$ cat src/design/fwba_pkg.sv
package fwba_pkg;

    localparam int unsigned DEF_MAX_ANTENNAS = 16;
    localparam int unsigned DEF_MAX_CHANNELS = 64;
    localparam int unsigned DEF_MAX_CORR     = 4;
    localparam int unsigned DEF_SUM_WIDTH    = 48;

    localparam logic [2:0] REG_AVERAGE_MODE  = 3'd0;
    localparam logic [2:0] REG_ANTENNA_COUNT = 3'd1;
    localparam logic [2:0] REG_CHANNEL_COUNT = 3'd2;
    localparam logic [2:0] REG_CORR_COUNT    = 3'd3;
    localparam logic [2:0] REG_CROSS_FIRST   = 3'd4;
    localparam logic [2:0] REG_CROSS_SECOND  = 3'd5;

    localparam logic [1:0] MODE_BASELINE = 2'd0;
    localparam logic [1:0] MODE_ALL      = 2'd1;
    localparam logic [1:0] MODE_ANTENNA  = 2'd2;

    localparam logic KIND_ACCUMULATE = 1'b0;
    localparam logic KIND_READOUT    = 1'b1;

    typedef enum logic [3:0] {
        ST_CLEAR,
        ST_IDLE,
        ST_ADDR,
        ST_RD,
        ST_MUL,
        ST_WR,
        ST_DIV,
        ST_OUT
    } state_t;

    // Request from the sequencer to the divider.
    typedef struct packed {
        logic start;
    } div_ctrl_t;

    typedef struct packed {
        logic busy;
        logic done;
    } div_stat_t;

endpackage

$ cat src/design/fwba_div.sv
module fwba_div
    import fwba_pkg::*;
#(
    parameter int unsigned SUM_WIDTH = DEF_SUM_WIDTH
) (
    input  logic                        aclk,
    input  logic                        aresetn,
    input  div_ctrl_t                   ctrl,
    input  logic signed [SUM_WIDTH-1:0] dividend,
    input  logic [31:0]                 divisor,
    output div_stat_t                   stat,
    output logic signed [15:0]          quotient
);

    // Restoring division on magnitudes, one quotient bit a cycle.
    localparam int unsigned CW = $clog2(SUM_WIDTH + 1);

    logic [SUM_WIDTH-1:0] q_reg, q_next;
    logic [32:0]          r_reg, r_next;
    logic [31:0]          d_reg, d_next;
    logic                 neg_reg, neg_next;
    logic [CW-1:0]        cnt_reg, cnt_next;
    logic                 busy_reg, busy_next;
    logic                 done_reg, done_next;
    logic [32:0]          trial;
    logic [SUM_WIDTH-1:0] mag;

    always_ff @(posedge aclk) begin
        if (!aresetn) begin
            busy_reg <= 1'b0;
            done_reg <= 1'b0;
            cnt_reg  <= '0;
        end else begin
            busy_reg <= busy_next;
            done_reg <= done_next;
            cnt_reg  <= cnt_next;
        end
        q_reg   <= q_next;
        r_reg   <= r_next;
        d_reg   <= d_next;
        neg_reg <= neg_next;
    end

    always_comb begin
        q_next    = q_reg;
        r_next    = r_reg;
        d_next    = d_reg;
        neg_next  = neg_reg;
        cnt_next  = cnt_reg;
        busy_next = busy_reg;
        done_next = 1'b0;
        mag       = dividend[SUM_WIDTH-1] ? -dividend : dividend;
        trial     = {r_reg[31:0], q_reg[SUM_WIDTH-1]};
        if (ctrl.start) begin
            q_next    = mag;
            r_next    = '0;
            d_next    = divisor;
            neg_next  = dividend[SUM_WIDTH-1];
            cnt_next  = CW'(SUM_WIDTH);
            busy_next = 1'b1;
        end else if (busy_reg) begin
            if (trial >= {1'b0, d_reg}) begin
                r_next = trial - {1'b0, d_reg};
                q_next = {q_reg[SUM_WIDTH-2:0], 1'b1};
            end else begin
                r_next = trial;
                q_next = {q_reg[SUM_WIDTH-2:0], 1'b0};
            end
            cnt_next = cnt_reg - 1'b1;
            if (cnt_reg == CW'(1)) begin
                busy_next = 1'b0;
                done_next = 1'b1;
            end
        end
    end

    // Saturate the magnitude quotient to 16 bits with its sign.
    always_comb begin
        if (neg_reg) begin
            if (q_reg > SUM_WIDTH'(32768)) quotient = 16'sh8000;
            else quotient = 16'(-q_reg);
        end else begin
            if (q_reg > SUM_WIDTH'(32767)) quotient = 16'sh7fff;
            else quotient = 16'(q_reg);
        end
    end

    assign stat.busy = busy_reg;
    assign stat.done = done_reg;

endmodule

$ cat config.mk
export PLATFORM = sky130hd
export DESIGN_NAME = fwba_div
export DESIGN_NICKNAME = d
export VERILOG_FILES = /design/src/design/fwba_pkg.sv /design/src/design/fwba_div.sv
export SDC_FILE = /design/constraint.sdc
export NUM_CORES = 1
export LEC_CHECK = 0
export ABC_AREA = 0
export BUFFER_PORTS_ARGS = -buffer_cell sky130_fd_sc_hd__clkbuf_2
export CELL_PAD_IN_SITES_DETAIL_PLACEMENT = 0
export CELL_PAD_IN_SITES_GLOBAL_PLACEMENT = 1
export CORE_MARGIN = 3
export CORE_UTILIZATION = 23
export DETAILED_ROUTE_END_ITERATION = 10
export HOLD_SLACK_MARGIN = 0.12
export PLACE_DENSITY = 0.5
export SLEW_MARGIN = 30
export SYNTH_ARGS = -nofsm -noshare
export SYNTH_HDL_FRONTEND = slang
export SYNTH_SLANG_ARGS = --single-unit
export TNS_END_PERCENT = 10
$ cat constraint.sdc
create_clock -name aclk -period 5 [get_ports aclk]
set_clock_uncertainty 0.1 [all_clocks]
set_input_delay 0.25 -clock aclk [delete_from_list [all_inputs] [get_ports aclk]]
set_output_delay 0.25 -clock aclk [all_outputs]
set_load 0.01 [all_outputs]
==> impl_metrics.tcl, run 1 <==
set metrics [dict create \
    antenna_found_initial 0 \
    synth_edf_count 81 \
    slowest_delay_ns 0.57 \
    p_leak_uw 0.00398 \
    arrival_ns 3.78 \
    synth_cell_types 79 \
    drv_slew 0 \
    synth_top_area_share_pct 29.6 \
    dieArea_sq_um 38000 \
    first_iter_violations 412 \
    port_buffers 100 \
    grt_max_degree 69 \
    period_share_pct 82.7 \
    criticalPathCategory "flip-flop to primary output" \
    rows 68 \
    firstDrtPassIters 4 \
    async_reset_ff_share_pct 0 \
    r2r_slack_ns 1.43 \
    fin_cells 1497 \
    cp-end-kind "primary output" \
    hold_path_end "q_reg[14]$_DFFE_PP_" \
    placed_area_sq_um 9120 \
    synth_area_sq_um 8210 \
    finalSetupTns_ns 0 \
    clkLatencyLatePin_ns 0.43 \
    synth_flop_cell "edfxtp_1" \
    wire_per_inst_um 16.1 \
    num_vias 6982 \
    h-tree-depth 4 \
    place.gp.congestion 0.782 \
    fillers 3756 \
    nets 1149 \
    antenna_left 0 \
    fp.dieW_um 195 \
    crit_top_cell "nand3_1" \
    cp_cell_sequence "inv_1, ha_1, or3b_1, nand4b_1, or3_1, o41ai_2, nand3_1, or3b_2, nand3_1, clkbuf_2" \
    cp-start-kind "flip-flop" \
    fin_crit_ns 4.13 \
    r2r-end "r_reg[28]$_SDFFE_PP0P_" \
    synthesis.instances 913 \
    worst-slew-pin-transition_ns 0.927 \
    yosys.area.top_type "edfxtp_1" \
    crit_required_ns 4.65 \
    synth_area_leaders "edfxtp_1 (30%), dfxtp_1 (9.8%), ha_1 (5.5%)" \
    via_per_inst 4.66 \
    drive_above_1_share_pct 17.9 \
    hold_path_class "input port to flip-flop" \
    clk_pin_slew_ns 0.07 \
    ys_warn_count 0 \
    wirelength_mm 24.2 \
    syn-num-nets 1033 \
    multi_input_area_sq_um 4570 \
    drc 0 \
    ios 101 \
    slew_headroom_pct 38.2 \
    reg2reg_from "d_reg[17]$_DFFE_PP_" \
    min_from "dividend[14]" \
    ys_seq_elements 121 \
    diodes 0 \
    largest_reg_flops 48 \
    slowest_stage "or3b_2" \
    setup_viol 0 \
    timing.fmax_ghz 0.242 \
    core_sq_um 34900 \
    post_cts_resized 0 \
    fp.dieH_um 195 \
    dp_cells 1432 \
    clkSinkCount 121 \
    postLayoutCellArea_sq_um 10100 \
    yosysSeqAreaShare_pct 39.4 \
    power_density_nw_per_um2 317 \
    cts_tree "built" \
    post-route-util_pct 29.0 \
    start_util_pct 23.5 \
    cts_max_path_buffers 2 \
    ctsRootBufferMaster "clkbuf_16" \
    cts_buffers 17 \
    hold_depth 3 \
    reg2reg_depth 11 \
    hold_viol_final 0 \
    areaGrowthSynthToFinish_pct 23.2 \
    drv_cap 0 \
    regArea_sq_um 3230 \
    ir_worst_vdd_uv 211 \
    grt_usage_pct 12.9 \
    outcome "completed" \
    cp_max_fo 12 \
    syn_avg_cell_area_sq_um 8.99 \
    grt_pass1_vias 7195 \
    grt_overflow 0 \
    grt_first_pass_wirelength_mm 39.8 \
    dp_hpwl_mm 17.9 \
    rsz0062_at_grt "false" \
]
[through the flow]
step	power [uW]	hold WS, ns	setup WS, ns
after floorplan	1630	0.249	1.95
after global placement	1840	0.329	1.37
after detailed placement	1830	0.331	1.31
after CTS	3250	0.132	0.818
after global routing	3370	0.159	0.595
final	3210	0.135	0.866
[synth_stat cells, types with 4 or more instances]
cell type	instances
nand2_1	91
dfxtp_1	40
mux2_2	16
or4_1	5
xor2_1	50
o211ai_1	6
nand2b_1	7
o21a_1	4
nor4_1	11
nand3_1	22
or3_1	12
mux2i_1	13
inv_1	56
clkbuf_1	28
o41ai_1	6
o311ai_0	10
a211oi_1	13
or4_4	4
nor2b_1	5
o31ai_1	16
and3_1	4
edfxtp_1	81
nor2_1	93
o21ai_0	51
or2_2	6
a21boi_0	4
a21oi_1	78
a21o_1	9
a311oi_1	7
ha_1	36
xnor2_1	22
a22o_1	7
nor3_1	17
nand4_1	11
[critical path: cells and delay by family (launching register included)]
kind / cells / cell delay, ns
buf+inv: 2 / 0.22
compound gates: 1 / 0.33
flops: 1 / 0.45
fa+ha+maj: 1 / 0.17
simple gates: 6 / 2.17
[placed cells by master (no fill, tap or decap), drive strengths merged, types with 13 or more instances in the layout]
| cell | Yosys | layout |
|---|---|---|
| nor3 | 17 | 17 |
| nor2 | 94 | 94 |
| inv | 56 | 58 |
| edfxtp | 81 | 81 |
| dfxtp | 40 | 40 |
| xnor2 | 22 | 22 |
| ha | 36 | 36 |
| dlygate4sd3 | 0 | 33 |
| nand3 | 22 | 22 |
| mux2 | 16 | 16 |
| a211oi | 13 | 13 |
| o31ai | 17 | 17 |
| clkbuf | 28 | 115 |
| xor2 | 50 | 50 |
| mux2i | 13 | 13 |
| or3 | 15 | 15 |
| a21oi | 79 | 79 |
| o21ai | 55 | 55 |
| nand2 | 92 | 92 |
[final cells by class]
type                    count  area share [%]
multi-input cells         694            45.2
well taps                 455            5.63
clock buffers              17            4.21
clock inverters            15            2.22
repair buffers            138            8.61
flip-flops and latches    121            32.0
inverters                  57            2.14
[timing repair]
action                                 CTS  global route
endpoints found under the hold margin   37             0
hold buffers                            33             0
buffers inserted                         0             0
[layer usage]
layer | vias up | wire [um] | track usage (%)
met5 | - | 0 | 0
met4 | 0 | 191 | 2.93
met3 | 11 | 688 | 2.31
met2 | 107 | 11200 | 20.8
met1 | 3270 | 12100 | 18.1
li1 | 3594 | - | -
[worst max path at each step]
stage | slack (ns) | start | end
floorplan | 1.95 | q_reg[1]$_DFFE_PP_ | quotient[11]
global placement | 1.37 | d_reg[22]$_DFFE_PP_ | r_reg[28]$_SDFFE_PP0P_
detailed placement | 1.31 | q_reg[1]$_DFFE_PP_ | quotient[5]
CTS | 0.82 | q_reg[1]$_DFFE_PP_ | quotient[5]
global route | 0.60 | q_reg[1]$_DFFE_PP_ | quotient[5]
finish | 0.87 | q_reg[1]$_DFFE_PP_ | quotient[5]
[cells by family (layout without fill, tap and decap cells)]
group,after synthesis,count (layout),synth area share [%]
simple gates,308,308,18.3
compound gates,248,248,20.0
flops,121,121,39.4
buf+inv,98,227,5.11
xor+xnor,72,72,7.69
fa+ha+maj,37,37,5.73
mux,29,29,3.78
[where the power goes]
part | switching [uW] | total [uW] | leakage, uW | internal, uW
Sequential | 71.8 | 1240 | 0.00113 | 1170
Combinational | 341 | 582 | 0.00255 | 241
Clock | 497 | 1380 | 0.000304 | 886
Total | 910 | 3210 | 0.00398 | 2300
No activity file was read; power rests on OpenSTA's default activity.
==> inputs of run 2 (changes only) <==
--- a/config.mk
+++ b/config.mk
@@ -13,7 +13,7 @@
 export CORE_UTILIZATION = 23
 export DETAILED_ROUTE_END_ITERATION = 10
 export HOLD_SLACK_MARGIN = 0.12
-export PLACE_DENSITY = 0.5
+export PLACE_DENSITY = 0.52
 export SLEW_MARGIN = 30
 export SYNTH_ARGS = -nofsm -noshare
 export SYNTH_HDL_FRONTEND = slang
==> constraint.sdc (replaced) <==
create_clock -name aclk -period 3.8 [get_ports aclk]
set_clock_uncertainty 0.1 [all_clocks]
set_input_delay 0.19 -clock aclk [delete_from_list [all_inputs] [get_ports aclk]]
set_output_delay 0.19 -clock aclk [all_outputs]
set_load 0.01 [all_outputs]
==> run 2 against run 1 <==
  * Sequential power is 31% higher
  * Wire length is 1.4% higher
  * Flip-flop and latch count stayed put
  * Critical endpoint is now quotient[13]
  * Highest routed layer is now met5
  * Final cell count is 3.2% higher
  * Critical path depth is 1 higher
  * Largest power group unchanged
  * Clock-buffer cell count is 2 higher
  * Register-to-register slack worse by 0.97 ns
  * Setup slack worse by 0.69 ns
==> impl_metrics.tcl, run 2 (synthesis results as in run 1) <==
set metrics [dict create \
    num_vias 7333 \
    grt_first_pass_wirelength_mm 39.5 \
    slew_headroom_pct 56.3 \
    fillers 3725 \
    fp.dieW_um 195 \
    via_per_inst 4.75 \
    drv_slew 0 \
    cts_tree "built" \
    largest_reg_flops 48 \
    drive_above_1_share_pct 19.6 \
    clk_pin_slew_ns 0.06 \
    ir_worst_vdd_uv 269 \
    dp_hpwl_mm 17.8 \
    wire_per_inst_um 15.9 \
    p_leak_uw 0.00420 \
    grt_overflow 0 \
    cp-end-kind "primary output" \
    final_cell_mix "clkbuf_2 (97), nor2_1 (93), nand2_1 (90)" \
    drc 0 \
    criticalPathCategory "flip-flop to primary output" \
    rows 68 \
    firstDrtPassIters 5 \
    setup_viol 0 \
    final_common_cell "clkbuf_2" \
    dieArea_sq_um 38000 \
    start_util_pct 23.5 \
    crit_required_ns 3.51 \
    ctsRootBufferMaster "clkbuf_16" \
    h-tree-depth 4 \
    areaGrowthSynthToFinish_pct 28.3 \
    first_iter_violations 395 \
    hold_path_class "input port to flip-flop" \
    power_density_nw_per_um2 395 \
    holdWs_ns 0.143 \
    ios 101 \
    core_sq_um 34900 \
    cts_buffers 17 \
    nets 1196 \
    grt_pass1_vias 7376 \
    port_buffers 100 \
    drv_cap 0 \
    rsz0062_at_grt "false" \
    grt_max_degree 64 \
    p_total_uw 4150 \
    antenna_left 0 \
    fin_crit_ns 3.63 \
    finalSetupTns_ns 0 \
    outcome "completed" \
    cp_max_fo 6 \
    worst-slew-pin-transition_ns 0.650 \
    antenna_found_initial 2 \
    grt_usage_pct 12.8 \
    fp.dieH_um 195 \
    timing.fmax_ghz 0.276 \
    arrival_ns 3.34 \
    clkSinkCount 121 \
    cp-start-kind "flip-flop" \
    cts_max_path_buffers 2 \
    wirelength_mm 24.5 \
    hold_viol_final 0 \
    clkLatencyLatePin_ns 0.42 \
    period_share_pct 95.4 \
    place.gp.congestion 0.824 \
]
[run 2: changes by cell type in the layout (fill, tap and decap cells not counted), sizes merged]
cell / previous run / this run
inv: 58 / 57
dlygate4sd3: 33 / 57
bufinv: 5 / 4
clkbuf: 115 / 116
clkinvlp: 4 / 2
diode: 0 / 1
buf: 7 / 31
clkinv: 5 / 7
[run 2: repair_timing]
| item | CTS | global route |
|---|---|---|
| setup endpoints to repair | 12 | 13 |
| gates cloned | 1 | 0 |
| setup buffers | 7 | 2 |
| endpoints found under the hold margin | 71 | 0 |
| pin swaps | 5 | 5 |
| gates resized for setup | 13 | 10 |
| hold buffers | 57 | 0 |
[run 2: area by class of cell]
| type | instances | area (sq um) | share of cell area [%] |
|---|---|---|---|
| inverters | 57 | 214 | 2.03 |
| repair buffers | 185 | 1280 | 12.2 |
| multi-input cells | 694 | 4610 | 43.8 |
| well taps | 455 | 569 | 5.41 |
| diodes | 1 | 2.50 | 0.0238 |
| clock inverters | 13 | 176 | 1.68 |
| clock buffers | 19 | 433 | 4.11 |
| flip-flops and latches | 121 | 3230 | 30.7 |
[run 2: power breakdown]
group | switching (uW) | internal, uW
logic | 464 | 351
clock network | 614 | 1090
registers | 90.4 | 1540
[run 2: critical path, cell delays in order (launching register included)]
cell	delay, ns
edfxtp_1	0.40
inv_2	0.10
ha_4	0.13
or3b_4	0.37
nand4b_1	0.27
or3_4	0.45
o41ai_4	0.26
nand3_2	0.14
buf_6	0.19
or3b_1	0.34
nand3_1	0.11
clkbuf_2	0.16
[run 2: stage by stage]
stage	setup slack, ns	area, sq um	util, %	cells
after floorplan	0.807	8210	-	913
after global placement	0.205	9220	26.4	1445
after detailed placement	0.110	9220	26.4	1445
after CTS	-0.0295	10500	30.1	1542
after global routing	0.00374	10500	30.2	1545
final	0.174	10500	30.2	1545
[run 2: routing by layer]
metal | wire (um) | vias up | GRT usage [%] | share of wire [%]
met1 | 12000 | 3467 | 17.4 | 49
li1 | - | 3702 | - | -
met2 | 11300 | 138 | 21.0 | 46
met3 | 806 | 24 | 2.55 | 3.3
met5 | 11 | - | 0 | 0.045
met4 | 391 | 2 | 3.41 | 1.6
[run 2: worst paths after layout]
path / from / end / slack, ns / depth (start not counted)
setup / recovery: q_reg[0]$_DFFE_PP_ / quotient[13] / 0.17 / 11
hold / removal: dividend[10] / q_reg[10]$_DFFE_PP_ / 0.14 / 3
setup reg to reg: d_reg[27]$_DFFE_PP_ / r_reg[28]$_SDFFE_PP0P_ / 0.46 / 11
hold reg to reg: cnt_reg[1]$_SDFFE_PP0P_ / cnt_reg[1]$_SDFFE_PP0P_ / 0.40 / 2
==> inputs of run 3 (changes only) <==
--- a/config.mk
+++ b/config.mk
@@ -14,6 +14,7 @@
 export DETAILED_ROUTE_END_ITERATION = 10
 export HOLD_SLACK_MARGIN = 0.12
 export PLACE_DENSITY = 0.52
+export REMOVE_ABC_BUFFERS = 1
 export SLEW_MARGIN = 30
 export SYNTH_ARGS = -nofsm -noshare
 export SYNTH_HDL_FRONTEND = slang
==> run 3 against run 2 <==
  * Sequential power barely moved
  * Die area stayed put
  * Via count decreased by 1.7%
  * Fmax fell by 0.36%
  * Total power down 1.0%
  * Register-to-register slack worse by 0.08 ns
  * Clock-buffer cell count did not move
  * First-iteration DRC count is 3.5% higher
  * Combinational power increased by 0.9%
  * Cell area increased by 0.73%
  * Final cell count up 0.65%
  * Non-clock buffer count increased by 6
  * Critical endpoint is now quotient[8]
  * Largest cell class unchanged
==> impl_metrics.tcl, run 3 (synthesis results as in run 1) <==
set metrics [dict create \
    fp.dieW_um 195 \
    min_from "dividend[1]" \
    cp_max_fo 7 \
    port_buffers 100 \
    worst-slew-pin-transition_ns 0.688 \
    grt_pass1_vias 7268 \
    regArea_sq_um 3230 \
    fillers 3753 \
    cts_tree "built" \
    p_leak_uw 0.00423 \
    dieArea_sq_um 38000 \
    rsz0062_at_grt "true" \
    drv_slew 0 \
    nets 1202 \
    core_sq_um 34900 \
    firstDrtPassIters 7 \
    cp-start-kind "flip-flop" \
    arrival_ns 3.35 \
    h-tree-depth 4 \
    place.gp.congestion 0.777 \
    drv_cap 0 \
    clkLatencyLatePin_ns 0.42 \
    placed_area_sq_um 9270 \
    clk_pin_slew_ns 0.07 \
    crit_required_ns 3.51 \
    timing.fmax_ghz 0.275 \
    final_cell_mix "clkbuf_2 (94), nor2_1 (92), nand2_1 (90)" \
    antenna_found_initial 5 \
    slowest_stage "edfxtp_1" \
    power_density_nw_per_um2 388 \
    outcome "completed" \
    slew_headroom_pct 54.1 \
    fin_crit_ns 3.64 \
    via_per_inst 4.64 \
    ios 101 \
    cp-end-kind "primary output" \
    multi_input_area_sq_um 4600 \
    criticalPathCategory "flip-flop to primary output" \
    period_share_pct 95.8 \
    drc 0 \
    fin_ws_ns 0.161 \
    rows 68 \
    wirelength_mm 24.2 \
    ir_worst_vdd_uv 239 \
    fp.dieH_um 195 \
    ctsRootBufferMaster "clkbuf_16" \
    num_vias 7208 \
    hold_path_class "input port to flip-flop" \
    grt_overflow 0 \
    largest_reg_flops 48 \
    setup_viol 0 \
    grt_usage_pct 12.6 \
    grt_first_pass_wirelength_mm 38.9 \
    slowest_delay_ns 0.40 \
    reg2reg_from "d_reg[16]$_DFFE_PP_" \
    first_iter_violations 409 \
    wire_per_inst_um 15.6 \
    grt_max_degree 105 \
    cp_cell_sequence "inv_2, ha_2, or3b_4, nand4b_1, or3_4, o41ai_4, buf_4, nand2_4, buf_4, o21ai_0, nand2_1, o311ai_1, buf_2" \
    crit_top_cell "buf_4" \
    start_util_pct 23.5 \
    drive_above_1_share_pct 19.9 \
    dp_slack_ns 0.338 \
    areaGrowthSynthToFinish_pct 29.2 \
    postLayoutCellArea_sq_um 10600 \
    startpoint "q_reg[0]$_DFFE_PP_" \
    clkSinkCount 121 \
    final_common_cell "clkbuf_2" \
    hold_viol_final 0 \
    antenna_left 0 \
    dp_hpwl_mm 17.6 \
    cts_max_path_buffers 2 \
    cts_buffers 17 \
]
run 3: worst max-delay path, delay by kind of cell (launching register included):
| kind | cells | cell delay (ns) |
|---|---|---|
| simple gates | 5 | 1.16 |
| buf+inv | 4 | 0.66 |
| compound gates | 3 | 0.52 |
| flops | 1 | 0.40 |
| fa+ha+maj | 1 | 0.18 |
run 3: routing by layer:
layer	routed length, um	GRT usage (%)	vias up	part of all wire, %
met5	0	0	-	0
met4	261	2.98	0	1.1
met2	11000	20.1	114	45
met3	778	2.76	15	3.2
li1	-	-	3705	-
met1	12200	17.6	3374	50
run 3: path summary, 6_finish.rpt:
check / endpoint / slack [ns] / cells after the start
worst max-delay path: quotient[8] / 0.16 / 13
worst min-delay path: q_reg[1]$_DFFE_PP_ / 0.14 / 3
worst max register to register: r_reg[18]$_SDFFE_PP0P_ / 0.38 / 10
worst min register to register: r_reg[11]$_SDFFE_PP0P_ / 0.40 / 2
run 3: metrics by stage:
stage | total power (uW) | instances | setup TNS (ns) | hold slack [ns] | util (%)
floorplan | 2110 | 872 | 0 | 0.162 | -
global placement | 2420 | 1450 | 0 | 0.269 | 26.6
detailed placement | 2420 | 1450 | 0 | 0.269 | 26.6
CTS | 4170 | 1549 | -0.173 | 0.129 | 30.3
global route | 4350 | 1554 | -0.0745 | 0.145 | 30.4
finish | 4110 | 1555 | 0 | 0.136 | 30.4
run 3: area by class of cell:
cell class	instances	share of cell area (%)
tap	455	5.37
clock inverter	13	1.33
clock buffer	19	4.27
sequential	121	30.5
timing repair buffer	191	13.0
inverter	57	2.02
multi-input combinational	694	43.4
antenna	5	0.118
run 3: power breakdown:
group          internal (uW)  total, uW  switching [uW]
clock                   1000       1660             654
sequential              1540       1630            88.6
combinational            359        822             464
run 3: repair_timing:
item                                    CTS  global route
hold buffers                             61             0
endpoints found under the setup margin    8            14
setup buffers                             6             0
resized for setup                        14            13
cloned                                    0             1
pin swaps                                 3             3
hold endpoints to repair                 68             0
